## config.mk

```make
export PLATFORM = sky130hd
export DESIGN_NAME = insertion_sorter
export DESIGN_NICKNAME = d
export VERILOG_FILES = /design/src/rtl/isort_pkg.sv /design/src/rtl/isort_dp.sv /design/src/rtl/isort_ctrl.sv /design/src/rtl/insertion_sorter.sv
export SDC_FILE = /design/constraint.sdc
export NUM_CORES = 2
export LEC_CHECK = 0
export ABC_AREA = 1
export BUFFER_PORTS_ARGS = -buffer_cell sky130_fd_sc_hd__buf_2
export CAP_MARGIN = 20
export CORE_MARGIN = 3
export CORE_UTILIZATION = 50
export CTS_BUF_LIST = sky130_fd_sc_hd__clkbuf_8
export DETAILED_ROUTE_END_ITERATION = 16
export HOLD_SLACK_MARGIN = 0.02
export PLACE_DENSITY = 0.68
export SLEW_MARGIN = 40
export SYNTH_ARGS = -nofsm -noshare
export SYNTH_HDL_FRONTEND = slang
export SYNTH_SLANG_ARGS = --single-unit
```

## constraint.sdc

```tcl
create_clock -name clk_i -period 5.25 [get_ports clk_i]
set_input_delay 0.2625 -clock clk_i [delete_from_list [all_inputs] [get_ports clk_i]]
set_output_delay 0.2625 -clock clk_i [all_outputs]
set_load 0.02 [all_outputs]
```

## src/rtl/isort_pkg.sv

```systemverilog
package isort_pkg;

  localparam int unsigned MaxItems = 64;
  localparam int unsigned IdxW     = $clog2(MaxItems);
  localparam int unsigned CntW     = $clog2(MaxItems + 1);
  localparam int unsigned DataW    = 32;
  localparam int unsigned CmpW     = 13;
  localparam int unsigned MovW     = 12;
  localparam int unsigned ModeW    = 2;
  localparam int unsigned OutPackW = DataW + CmpW + MovW;
  localparam int unsigned OutDataW = ((OutPackW + 7) / 8) * 8;

  typedef enum logic [ModeW-1:0] {
    ORDER_ASC      = 2'd0,
    ORDER_EVEN_ODD = 2'd1,
    ORDER_DESC     = 2'd2
  } order_mode_e;

  // controller to datapath
  typedef struct packed {
    logic in_load;      // latch the incoming item
    logic drop;         // store full, flag the loss
    logic first_write;  // first element goes straight to slot 0
    logic start_shift;  // open an insertion, read the top entry
    logic cmp_step;     // one compare-and-shift pass
    logic place;        // write the new element at slot 0
    logic emit_rd;      // read the entry to emit
    logic emit_ld;      // move read data into the output register
  } cmd_t;

  // datapath to controller
  typedef struct packed {
    logic full;
    logic empty;
    logic goes_before;
    logic j_is_one;
    logic last;
    logic out_free;
    logic emit_final;
  } stat_t;

  // true when new value x moves past stored value y
  function automatic logic goes_before(input logic signed [DataW-1:0] x,
                                       input logic signed [DataW-1:0] y,
                                       input logic [ModeW-1:0] mode);
    logic res;
    case (mode)
      ORDER_EVEN_ODD: res = !x[0] && y[0] && !y[DataW-1];
      ORDER_DESC:     res = x > y;
      default:        res = y > x;
    endcase
    return res;
  endfunction

endpackage

```

## src/rtl/isort_dp.sv

```systemverilog
module isort_dp (
  input  logic                                clk_i,
  input  logic                                rst_ni,
  input  isort_pkg::cmd_t                     cmd_i,
  output isort_pkg::stat_t                    stat_o,
  input  logic [isort_pkg::ModeW-1:0]         mode_i,
  input  logic signed [isort_pkg::DataW-1:0]  in_value_i,
  input  logic                                in_last_i,
  input  logic                                out_ready_i,
  output logic                                out_valid_o,
  output logic signed [isort_pkg::DataW-1:0]  out_value_o,
  output logic                                out_last_o,
  output logic [isort_pkg::CmpW-1:0]          out_cmp_o,
  output logic [isort_pkg::MovW-1:0]          out_mov_o,
  output logic                                out_drop_o
);

  logic signed [isort_pkg::DataW-1:0] mem [isort_pkg::MaxItems];

  logic signed [isort_pkg::DataW-1:0] x_q, rdata_q;
  logic                               last_q;
  logic [isort_pkg::CntW-1:0]         cnt_q, cnt_d;
  logic [isort_pkg::IdxW-1:0]         j_q, j_d;
  logic [isort_pkg::IdxW-1:0]         k_q, k_d;
  logic [isort_pkg::CmpW-1:0]         cmp_q, cmp_d;
  logic [isort_pkg::MovW-1:0]         mov_q, mov_d;
  logic                               drop_q, drop_d;
  logic                               out_valid_q, out_valid_d;
  logic signed [isort_pkg::DataW-1:0] out_value_q;
  logic                               out_last_q;
  logic [isort_pkg::CmpW-1:0]         out_cmp_q;
  logic [isort_pkg::MovW-1:0]         out_mov_q;
  logic                               out_drop_q;

  logic                               gb;
  logic                               emit_final;
  logic                               we;
  logic [isort_pkg::IdxW-1:0]         waddr, raddr;
  logic signed [isort_pkg::DataW-1:0] wdata;

  assign gb         = isort_pkg::goes_before(x_q, rdata_q, mode_i);
  assign emit_final = (isort_pkg::CntW'(k_q) + 1'b1) == cnt_q;

  // memory port control
  always_comb begin
    we    = 1'b0;
    waddr = j_q;
    wdata = x_q;
    raddr = '0;
    if (cmd_i.first_write) begin
      we    = 1'b1;
      waddr = '0;
    end
    if (cmd_i.start_shift) begin
      raddr = isort_pkg::IdxW'(cnt_q - 1'b1);
    end
    if (cmd_i.cmp_step) begin
      we    = 1'b1;
      raddr = j_q - isort_pkg::IdxW'(2);
      if (gb) begin
        wdata = rdata_q;
      end
    end
    if (cmd_i.place) begin
      we = 1'b1;
    end
    if (cmd_i.emit_rd) begin
      raddr = k_q;
    end
  end

  always_ff @(posedge clk_i) begin
    if (we) begin
      mem[waddr] <= wdata;
    end
    rdata_q <= mem[raddr];
  end

  // counters and tallies
  always_comb begin
    cnt_d       = cnt_q;
    j_d         = j_q;
    k_d         = k_q;
    cmp_d       = cmp_q;
    mov_d       = mov_q;
    drop_d      = drop_q;
    out_valid_d = out_valid_q && !out_ready_i;
    if (cmd_i.drop) begin
      drop_d = 1'b1;
    end
    if (cmd_i.first_write) begin
      cnt_d = isort_pkg::CntW'(1);
    end
    if (cmd_i.start_shift) begin
      cmp_d = cmp_q + isort_pkg::CmpW'(1);
      j_d   = isort_pkg::IdxW'(cnt_q);
    end
    if (cmd_i.cmp_step) begin
      cmp_d = cmp_q + isort_pkg::CmpW'(3);
      mov_d = mov_q + isort_pkg::MovW'(1);
      if (gb) begin
        j_d = j_q - isort_pkg::IdxW'(1);
      end else begin
        cnt_d = cnt_q + isort_pkg::CntW'(1);
      end
    end
    if (cmd_i.place) begin
      mov_d = mov_q + isort_pkg::MovW'(1);
      cnt_d = cnt_q + isort_pkg::CntW'(1);
    end
    if (cmd_i.emit_ld) begin
      out_valid_d = 1'b1;
      if (emit_final) begin
        // array done: clear for the next one
        cnt_d  = '0;
        k_d    = '0;
        cmp_d  = '0;
        mov_d  = '0;
        drop_d = 1'b0;
      end else begin
        k_d = k_q + isort_pkg::IdxW'(1);
      end
    end
  end

  always_ff @(posedge clk_i or negedge rst_ni) begin
    if (!rst_ni) begin
      cnt_q       <= '0;
      j_q         <= '0;
      k_q         <= '0;
      cmp_q       <= '0;
      mov_q       <= '0;
      drop_q      <= 1'b0;
      out_valid_q <= 1'b0;
    end else begin
      cnt_q       <= cnt_d;
      j_q         <= j_d;
      k_q         <= k_d;
      cmp_q       <= cmp_d;
      mov_q       <= mov_d;
      drop_q      <= drop_d;
      out_valid_q <= out_valid_d;
    end
  end

  always_ff @(posedge clk_i) begin
    if (cmd_i.in_load) begin
      x_q    <= in_value_i;
      last_q <= in_last_i;
    end
    if (cmd_i.emit_ld) begin
      out_value_q <= rdata_q;
      out_last_q  <= emit_final;
      out_cmp_q   <= cmp_q;
      out_mov_q   <= mov_q;
      out_drop_q  <= drop_q;
    end
  end

  assign stat_o.full        = cnt_q == isort_pkg::CntW'(isort_pkg::MaxItems);
  assign stat_o.empty       = cnt_q == '0;
  assign stat_o.goes_before = gb;
  assign stat_o.j_is_one    = j_q == isort_pkg::IdxW'(1);
  assign stat_o.last        = last_q;
  assign stat_o.out_free    = !out_valid_q || out_ready_i;
  assign stat_o.emit_final  = emit_final;

  assign out_valid_o = out_valid_q;
  assign out_value_o = out_value_q;
  assign out_last_o  = out_last_q;
  assign out_cmp_o   = out_cmp_q;
  assign out_mov_o   = out_mov_q;
  assign out_drop_o  = out_drop_q;

endmodule

```

## src/rtl/isort_ctrl.sv

```systemverilog
module isort_ctrl (
  input  logic              clk_i,
  input  logic              rst_ni,
  input  logic              in_valid_i,
  output logic              in_ready_o,
  input  isort_pkg::stat_t  stat_i,
  output isort_pkg::cmd_t   cmd_o
);

  typedef enum logic [5:0] {
    S_IDLE  = 6'b000001,
    S_START = 6'b000010,
    S_CMP   = 6'b000100,
    S_PLACE = 6'b001000,
    S_EM_RD = 6'b010000,
    S_EM_LD = 6'b100000
  } state_e;

  state_e state_q, state_d, after_ins;

  // where to go once an element is stored or dropped
  assign after_ins = stat_i.last ? S_EM_RD : S_IDLE;

  always_comb begin
    state_d = state_q;
    cmd_o   = '0;
    case (state_q)
      S_IDLE: begin
        if (in_valid_i) begin
          cmd_o.in_load = 1'b1;
          state_d       = S_START;
        end
      end
      S_START: begin
        if (stat_i.full) begin
          cmd_o.drop = 1'b1;
          state_d    = after_ins;
        end else if (stat_i.empty) begin
          cmd_o.first_write = 1'b1;
          state_d           = after_ins;
        end else begin
          cmd_o.start_shift = 1'b1;
          state_d           = S_CMP;
        end
      end
      S_CMP: begin
        cmd_o.cmp_step = 1'b1;
        if (stat_i.goes_before) begin
          state_d = stat_i.j_is_one ? S_PLACE : S_CMP;
        end else begin
          state_d = after_ins;
        end
      end
      S_PLACE: begin
        cmd_o.place = 1'b1;
        state_d     = after_ins;
      end
      S_EM_RD: begin
        cmd_o.emit_rd = 1'b1;
        state_d       = S_EM_LD;
      end
      S_EM_LD: begin
        cmd_o.emit_rd = 1'b1;
        if (stat_i.out_free) begin
          cmd_o.emit_ld = 1'b1;
          state_d       = stat_i.emit_final ? S_IDLE : S_EM_RD;
        end
      end
      default: begin
        state_d = S_IDLE;
      end
    endcase
  end

  always_ff @(posedge clk_i or negedge rst_ni) begin
    if (!rst_ni) begin
      state_q <= S_IDLE;
    end else begin
      state_q <= state_d;
    end
  end

  assign in_ready_o = state_q == S_IDLE;

endmodule

```

## src/rtl/insertion_sorter.sv

```systemverilog
// insertion: an element that is the first of its array, or is dropped, is written or
//   flagged straight from the start state; otherwise the start state reads the top
//   entry, then one compare-and-shift pass of the single-port store runs per cycle
// emission: each sorted item takes a store read, then the output register load, plus stalls
// throughput: one element at a time; the final sorted item may wait while the next starts
// reset: async active low, clears control, counts, flags and order_mode; store is not cleared
module insertion_sorter (
  input  logic                                  clk_i,
  input  logic                                  rst_ni,
  // config: order_mode
  input  logic                                  cfg_we_i,
  input  logic [isort_pkg::ModeW-1:0]           cfg_wdata_i,
  // input stream
  input  logic                                  s_axis_tvalid,
  output logic                                  s_axis_tready,
  input  logic [isort_pkg::DataW-1:0]           s_axis_tdata,  // [31:0] element_value
  input  logic                                  s_axis_tlast,  // is_last
  // output stream
  output logic                                  m_axis_tvalid,
  input  logic                                  m_axis_tready,
  // [31:0] sorted_value, [44:32] comparison_count, [56:45] move_count, [63:57] zero
  output logic [isort_pkg::OutDataW-1:0]        m_axis_tdata,
  output logic                                  m_axis_tlast,  // last_out
  output logic                                  m_axis_tuser   // overflow
);

  isort_pkg::cmd_t  cmd;
  isort_pkg::stat_t stat;

  logic [isort_pkg::ModeW-1:0]        mode_q;
  logic signed [isort_pkg::DataW-1:0] out_value;
  logic [isort_pkg::CmpW-1:0]         out_cmp;
  logic [isort_pkg::MovW-1:0]         out_mov;

  // order mode register, the host must write it only while no item is in flight; the block does not enforce this
  always_ff @(posedge clk_i or negedge rst_ni) begin
    if (!rst_ni) begin
      mode_q <= isort_pkg::ORDER_ASC;
    end else if (cfg_we_i) begin
      mode_q <= cfg_wdata_i;
    end
  end

  isort_ctrl u_ctrl (
    .clk_i      (clk_i),
    .rst_ni     (rst_ni),
    .in_valid_i (s_axis_tvalid),
    .in_ready_o (s_axis_tready),
    .stat_i     (stat),
    .cmd_o      (cmd)
  );

  isort_dp u_dp (
    .clk_i       (clk_i),
    .rst_ni      (rst_ni),
    .cmd_i       (cmd),
    .stat_o      (stat),
    .mode_i      (mode_q),
    .in_value_i  (s_axis_tdata),
    .in_last_i   (s_axis_tlast),
    .out_ready_i (m_axis_tready),
    .out_valid_o (m_axis_tvalid),
    .out_value_o (out_value),
    .out_last_o  (m_axis_tlast),
    .out_cmp_o   (out_cmp),
    .out_mov_o   (out_mov),
    .out_drop_o  (m_axis_tuser)
  );

  // pack result fields, lowest first, zero padded to whole bytes
  assign m_axis_tdata = isort_pkg::OutDataW'({out_mov, out_cmp, out_value});

endmodule

```

* Yosys cells after proc, flatten, opt, wreduce, memory -nomap -nowiden *
Memory sizes are Yosys's and may differ from the RTL's. A register that Yosys moved wholly into a read port is not among the register bits.
Index checks and enable logic that the tools add are counted.

word-level totals
  memories = 1
  logic and storage cells = 107
  bits in writable memories = 2048
  bits in registers = 146

cells by class
  equal/unequal tests = 13
  add/sub/neg operators = 9
  multiplexer cells = 55
  reductions and logical operators = 11
  order comparisons = 2

memory list
  name      words  bits a word  read ports  clocked after Yosys merged registers in  wr ports  line            text
  u_dp.mem  64     32           1           1                                        1         isort_dp.sv:18  logic signed [isort_pkg::DataW-1:0] mem [isort_pkg::MaxItems];

operators with widths
  operator                                                            count
  6-bit two-way mux                                                   13
  32-bit greater-than comparator                                      2
  32-bit two-way mux                                                  2
  13-bit two-way mux                                                  4
  12-bit two-way mux                                                  4
  7-bit two-way mux                                                   6
  6-bit case mux with 6 select lines                                  1
  1-bit two-way mux                                                   19
  13-bit by 1-bit adder with 13-bit output, second input constant     1
  13-bit by 2-bit adder with 13-bit output, second input constant     1
  12-bit by 1-bit adder with 12-bit output, second input constant     1
  6-bit by 1-bit == test with 1-bit output, second input constant     2
  6-bit by 1-bit subtractor with 6-bit output, second input constant  2
  5-bit two-way mux                                                   2
  6-bit by 1-bit adder with 7-bit output, second input constant       1
  7-bit by 1-bit adder with 7-bit output, second input constant       1
  7-bit == test                                                       1
  7-bit == test, second input constant                                1
  7-bit zero test                                                     1
  6-bit by 1-bit adder with 6-bit output, second input constant       1
  6-bit by 2-bit == test with 1-bit output, second input constant     1
  6-bit by 3-bit == test with 1-bit output, second input constant     1
  6-bit by 4-bit == test with 1-bit output, second input constant     1
  6-bit by 5-bit == test with 1-bit output, second input constant     1
  14 further kinds                                                    20

* Logic depth before layout (Yosys ltp) *
  word-level depth = 10
  depth in mapped cells = 23

* Modules after synthesis *
From an unflattened synthesis, not the netlist that was laid out.

second synthesis, totals
  cell total of the unflattened synthesis = 7419
  area, all modules = 91066.1 um^2

modules (own cells, without submodules)
  module            times used  area each (um^2)  cells an instance
  isort_dp          1           90403.0           7322
  isort_ctrl        1           530.5             80
  insertion_sorter  1           132.6             17

* Worst setup path after synthesis *
OpenSTA, ideal clock, no wires.

  path type = reg2reg
  from = register u_dp.x_q[11] in the netlist's numbering
  to = memory u_dp.mem[0][1] in the netlist's numbering, data pin
  data arrival time = 4.388 ns
  period minus slack after synthesis = 5.090 ns
  path buffers = 2
  library setup time = 0.702 ns
  path slack = 0.160 ns
  stages on the path, launching flop included = 16
  cells stage by stage = edfxtp_1 -> ha_1 -> nand2_1 -> inv_1 -> nand3_1 -> nor3_1 -> nand2_1 -> nand2_1 -> nand2_1 -> nand3_1 -> nand3_1 -> nand2_1 -> nand3_1 -> clkbuf_1 -> clkbuf_1 -> o21ai_0

between the ends
  word-level cells in the longest chain between the ends = 4
  elaborated cells between the ends (all ways) = 5
  those cells by class = 2 x order compare; 3 x mux

ends and longest elaborated chain
  what                                                      line                              text
  start, declared                                           isort_dp.sv:20                    logic signed [isort_pkg::DataW-1:0] x_q, rdata_q;
  start signal, assigned                                    isort_dp.sv:148                   x_q <= in_value_i;
  32-bit greater-than comparator, on equally long branches  isort_pkg.sv:50, isort_pkg.sv:49
  1-bit case mux with 2 select lines *                      isort_pkg.sv:47                   case (mode)
  32-bit two-way mux *                                      isort_dp.sv:60                    if (gb) begin
  32-bit two-way mux *                                      isort_dp.sv:57                    if (cmd_i.cmp_step) begin
  net u_dp.wdata, one bit                                   isort_dp.sv:39                    logic signed [isort_pkg::DataW-1:0] wdata;
  end, declared                                             isort_dp.sv:18

Mark *: on every way through the listed nets, which the timed path passes. The rest lies on a longest branch.

* Final worst setup path *
  from = register u_dp.cnt_q[0] in the netlist's numbering
  to = register u_dp.rdata_q[29] in the netlist's numbering (read register of u_dp.mem)

between the ends
  word-level cells in the longest chain between the ends = 7
  elaborated cells between the ends (all ways) = 9
  those cells by class = 1 x add/sub; 1 x eq/ne; 6 x mux; 1 x reduce/logical

ends and longest elaborated chain
  what                    line              text
  start, declared         isort_dp.sv:22    logic [isort_pkg::CntW-1:0] cnt_q, cnt_d;
  start signal, assigned  isort_dp.sv:136   cnt_q <= cnt_d;
  7-bit zero test         isort_dp.sv:161   assign stat_o.empty = cnt_q == '0;
  1-bit two-way mux       isort_ctrl.sv:38  end else if (stat_i.empty) begin
  2-bit two-way mux       isort_ctrl.sv:35  if (stat_i.full) begin
  3-bit two-way mux       isort_ctrl.sv:27  case (state_q)
  6-bit two-way mux *     isort_dp.sv:54    if (cmd_i.start_shift) begin
  6-bit two-way mux *     isort_dp.sv:57
  6-bit two-way mux *     isort_dp.sv:67    if (cmd_i.emit_rd) begin
  end, declared           isort_dp.sv:20

Every way passes the cells marked *; elsewhere a longest branch is shown, timed or not.
A chain may end at the register's enable or synchronous reset.

==> impl_results.rst <==
.. list-table::
   :header-rows: 1

   * - Metric
     - Value
   * - Fmax
     - roughly 230 MHz
   * - RSZ-0062 raised after global routing
     - no
   * - Number of enable-type register cells in the synthesized netlist
     - 2140
   * - Largest driver fanout on the critical path
     - ~50
   * - Startpoint type of the worst setup path
     - flop
   * - Half-perimeter wire length after placement
     - 148000 µm
   * - Std-Cell Core Area
     - 191000 µm²
   * - ANT nets after route
     - 0
   * - Area of placed instances
     - 101000 µm²
   * - Start of the worst register-to-register path
     - u_dp.cnt_q[0]
   * - Pin count of the biggest net entering global routing
     - 178
   * - CP max stage cell
     - sky130_fd_sc_hd__nand2_8
   * - Core utilization of the finished layout
     - approximately 57%
   * - Sequential cell area fraction in the yosys report
     - between 60% and 70%
   * - Largest buffer count on any clock path
     - 4
   * - Critical path's top delay family
     - simple AND/OR/NAND/NOR gates
   * - Count of final max-slew check failures
     - 0
   * - Kind of critical path
     - flop to flop
   * - Syn_area_per_cell
     - 11.2 µm²
   * - Placer Congestion
     - 0.865
   * - Clock insertion delay at the later pin of the skew report
     - around 1.1 ns
   * - Post-Synthesis Cell Area
     - around 96000 µm²
   * - WL/cell
     - approximately 24 µm
   * - Number of setup violations in the final report
     - 0
   * - Post-synthesis mux area share
     - 0%
   * - Predominant post-synthesis flop cell
     - sky130_fd_sc_hd__edfxtp_1
   * - Count of nets after finishing
     - between 8000 and 9000
   * - Maximum vdd drop
     - 308 µV
   * - Worst hold path startpoint
     - m_axis_tready
   * - Via count of the first global-routing pass
     - roughly 64000
   * - Number of sinks handled by clock tree synthesis
     - 2226
   * - Reg-to-reg slack, setup
     - about 0.86 ns
   * - Avg Vias per Cell
     - 5.79
   * - Type of the worst min-delay path
     - primary input to flop
   * - Sum of overflow across all layers after global routing
     - 0
   * - Worst clock skew
     - 0.0590 ns
   * - Root cell of the clock tree
     - sky130_fd_sc_hd__clkbuf_8
   * - Row cnt
     - 160
   * - Die X
     - 445 µm
   * - Pre-CTS setup slack
     - 0.938 ns
   * - Least-Margin Pin Slew
     - 0.964 ns
   * - Final hold slack
     - 0.197 ns
   * - Uppermost layer routed
     - met5
   * - Wire length of the first global-routing pass
     - slightly above 400000 µm
   * - Part of the cycle the worst path needs
     - 83.7%
   * - Wire length on met1
     - 110000 µm
   * - Share of async-settable or async-resettable flops after synthesis
     - under 10%
   * - Adder-cell share of the synthesized area
     - less than 1%
   * - Clock input transition at the sequential cells of the worst setup and hold paths
     - 0.05 ns
   * - Destination of the worst hold path
     - u_dp.out_valid_o
   * - Worst reg-to-reg path cell count
     - 20
   * - Filler Cells Inserted
     - 15500
   * - DRT iter0 DRCs
     - 9130
   * - Top cell type's share of synthesized area
     - 66.7%
   * - Leak Pwr
     - 42.8 nW
   * - Syn Inst Count
     - 8583
   * - Total of warnings raised by yosys
     - 0
   * - Number of antenna violations at the first check in global routing
     - 9
   * - Crit-path max cell delay
     - 0.56 ns
   * - Most frequent cell after synthesis
     - sky130_fd_sc_hd__edfxtp_1
   * - Crit path arrival time
     - 5.38 ns
   * - Top-level port count
     - 108
   * - Proportion of layout cells with a drive suffix above 1
     - 9.90%
   * - Number of register bits inferred by synthesis
     - 2226
   * - Reg-to-reg critical path endpoint
     - u_dp.rdata_q[29]
   * - # placed instances
     - about 11000
   * - Dominant combinational cell family by area after synthesis
     - simple AND/OR/NAND/NOR gates
   * - Total Neg Setup Slack
     - 0 ns
   * - Overall power consumption
     - 46.9 mW
   * - Shortest period the worst path allows
     - 4.39 ns
   * - Post-synthesis to final-layout area growth
     - 12.5%
   * - Maximum capacitance violations
     - 0
   * - Post-route cell area
     - between 100000 and 150000 µm²
   * - Met3 WL post-DR
     - 31000 µm
   * - Die height
     - around 450 µm
   * - Area leader, netlist
     - sky130_fd_sc_hd__edfxtp_1
   * - Starting utilization of the core area
     - 50.5%
   * - Data required, critical path
     - just over 6 ns
   * - Port-buffer cells
     - 100
   * - Wire length on met2
     - 129000 µm
   * - Inserted Clock Buffers
     - around 360
   * - Wirelength, routed
     - 281000 µm
   * - Share of the synthesized area in compound gates (AO/OA/AOI/OAI)
     - 1.79%
   * - Htree depth
     - 5
   * - Most frequent cell on the critical path
     - sky130_fd_sc_hd__nand2_1
   * - Count of buffer and inverter cells on the critical path
     - 5
   * - Fraction of the mapped netlist area in simple logic gates
     - 21.6%
   * - Number of cells traversed by the worst hold path
     - 5
   * - Number of non-filler instances in the completed layout
     - between 10000 and 15000
   * - Worst slew margin relative to its limit
     - between 30% and 40%
   * - Dominant cells by area after synthesis
     - sky130_fd_sc_hd__edfxtp_1, sky130_fd_sc_hd__nand3_1, sky130_fd_sc_hd__nand2_1, sky130_fd_sc_hd__nand3b_1, sky130_fd_sc_hd__inv_1
   * - Routed via count
     - 67200
   * - Clock tree from TritonCTS
     - yes
   * - Leading post-synthesis cells by instance count
     - sky130_fd_sc_hd__edfxtp_1, sky130_fd_sc_hd__nand3_1, sky130_fd_sc_hd__nand2_1
   * - Cell-by-cell listing of the critical path
     - inv_1 -> ha_1 -> inv_1 -> nor2_1 -> nand2_1 -> nand2_2 -> inv_2 -> nand2_1 -> nand3_4 -> nand2_8 -> buf_4 -> buf_4 -> nand2_1 -> o21ai_0 -> nand2_1 -> nand3_1 -> nand3_1 -> nand3_1 -> nand3_1 -> nand2_1
   * - Run status
     - completed
   * - Category of the worst setup path capture point
     - flop
   * - DRC violation count after routing
     - 0
   * - Area of the die
     - ~200000 µm²
   * - Total power density per cell area
     - 432 nW/µm²
   * - Global-route total usage across every layer
     - roughly 28%
   * - Number of search-and-repair iterations in the first detailed-routing pass
     - 7
   * - Parity-gate share of the synthesized area counting xor and xnor cells
     - 0.282%
   * - Setup ws final
     - 0.858 ns
   * - Library cells used by synthesis
     - 41
   * - Number of failing hold endpoints at the final stage
     - 0
==> cell usage in the layout (no fill, tap or decap), drive strengths merged, types with 2 or more instances in the layout <==
master | Yosys | final
conb | 1 | 7
or2 | 3 | 3
nor3 | 24 | 24
nor3b | 2 | 2
dlygate4sd3 | 0 | 80
a21oi | 33 | 33
nor2 | 138 | 138
buf | 337 | 351
nand4 | 14 | 14
nor4 | 4 | 4
clkinvlp | 0 | 4
o211ai | 36 | 36
dfrtp | 53 | 53
nand3b | 618 | 618
edfxtp | 2140 | 2140
ha | 46 | 46
nand3 | 1875 | 1875
xnor2 | 6 | 6
inv | 1143 | 1275
dfxtp | 32 | 32
clkbuf | 212 | 379
xor2 | 25 | 25
diode | 0 | 4
nand2 | 1586 | 1586
a31oi | 6 | 6
o21ai | 235 | 235
o22ai | 5 | 5
clkinv | 4 | 111
==> power by group <==
group | total [mW] | internal, mW | switching, mW
registers | 21.3 | 21.1 | 0.294
clock network | 13.3 | 6.67 | 6.67
logic | 12.2 | 3.22 | 9.02
==> kinds of logic (layout without fill, tap and decap cells) <==
family | after synthesis | in the layout
simple gates | 4264 | 4264
flops | 2226 | 2226
buf+inv | 1696 | 2201
compound gates | 319 | 319
fa+ha+maj | 46 | 46
xor+xnor | 31 | 31
other cells | 1 | 11
==> tightest hold or removal path: cells and delay by family <==
kind / cells / cell delay (ns)
buffers and inverters: 3 / 0.76
and+or+nand+nor: 2 / 0.18
==> state kept, by name, indices dropped and copies added, names as in the netlist <==
register and flops:
u_dp.mem 2048, u_dp.out_value_o 32, u_dp.rdata_q 32, u_dp.x_q 32
u_dp.cmp_q 13, u_dp.out_cmp_o 13, u_dp.mov_q 12, u_dp.out_mov_o 12
u_dp.cnt_q 7, u_ctrl.state_q 6, u_dp.j_q 6, u_dp.k_q 6
mode_q 2, u_dp.drop_q 1, u_dp.last_q 1, u_dp.out_drop_o 1
u_dp.out_last_o 1, u_dp.out_valid_o 1
==> how the worst max path moves through the flow <==
| stage | end | startpoint | depth (start not counted) |
|---|---|---|---|
| final | u_dp.rdata_q[29] | u_dp.cnt_q[0] | 20 |
| after global routing | u_dp.rdata_q[1] | u_dp.cnt_q[0] | 19 |
| after CTS | u_dp.mem[20][25] | u_dp.rdata_q[31] | 14 |
| after detailed placement | u_dp.mem[22][25] | u_dp.rdata_q[31] | 14 |
| after global placement | u_dp.mem[34][5] | u_dp.rdata_q[31] | 14 |
| after floorplan | u_dp.mem[0][1] | u_dp.x_q[11] | 15 |
==> routing by layer <==
layer  track usage (%)  vias up
met2              43.5     4120
met4              11.5        2
met5                 0        -
met3              5.30      634
met1              38.8    32500
li1                  -    30000
==> timing repair <==
item                                   in CTS  in global routing
gates resized for setup                     0                  0
endpoints found under the hold margin     141                  0
hold buffers                               80                  0
buffers inserted                            0                  0
==> cell type report <==
type,count,area (µm²),area share [%]
timing repair buffer,431,4180,3.85
multi-input combinational,4667,24400,22.5
sequential,2226,66300,61.1
inverter,1147,4330,3.99
tap,2511,3140,2.90
antenna,4,10.0,0.00923
clock inverter,244,995,0.917
clock buffer,379,5220,4.81
Power figures use the tool's default switching activity.
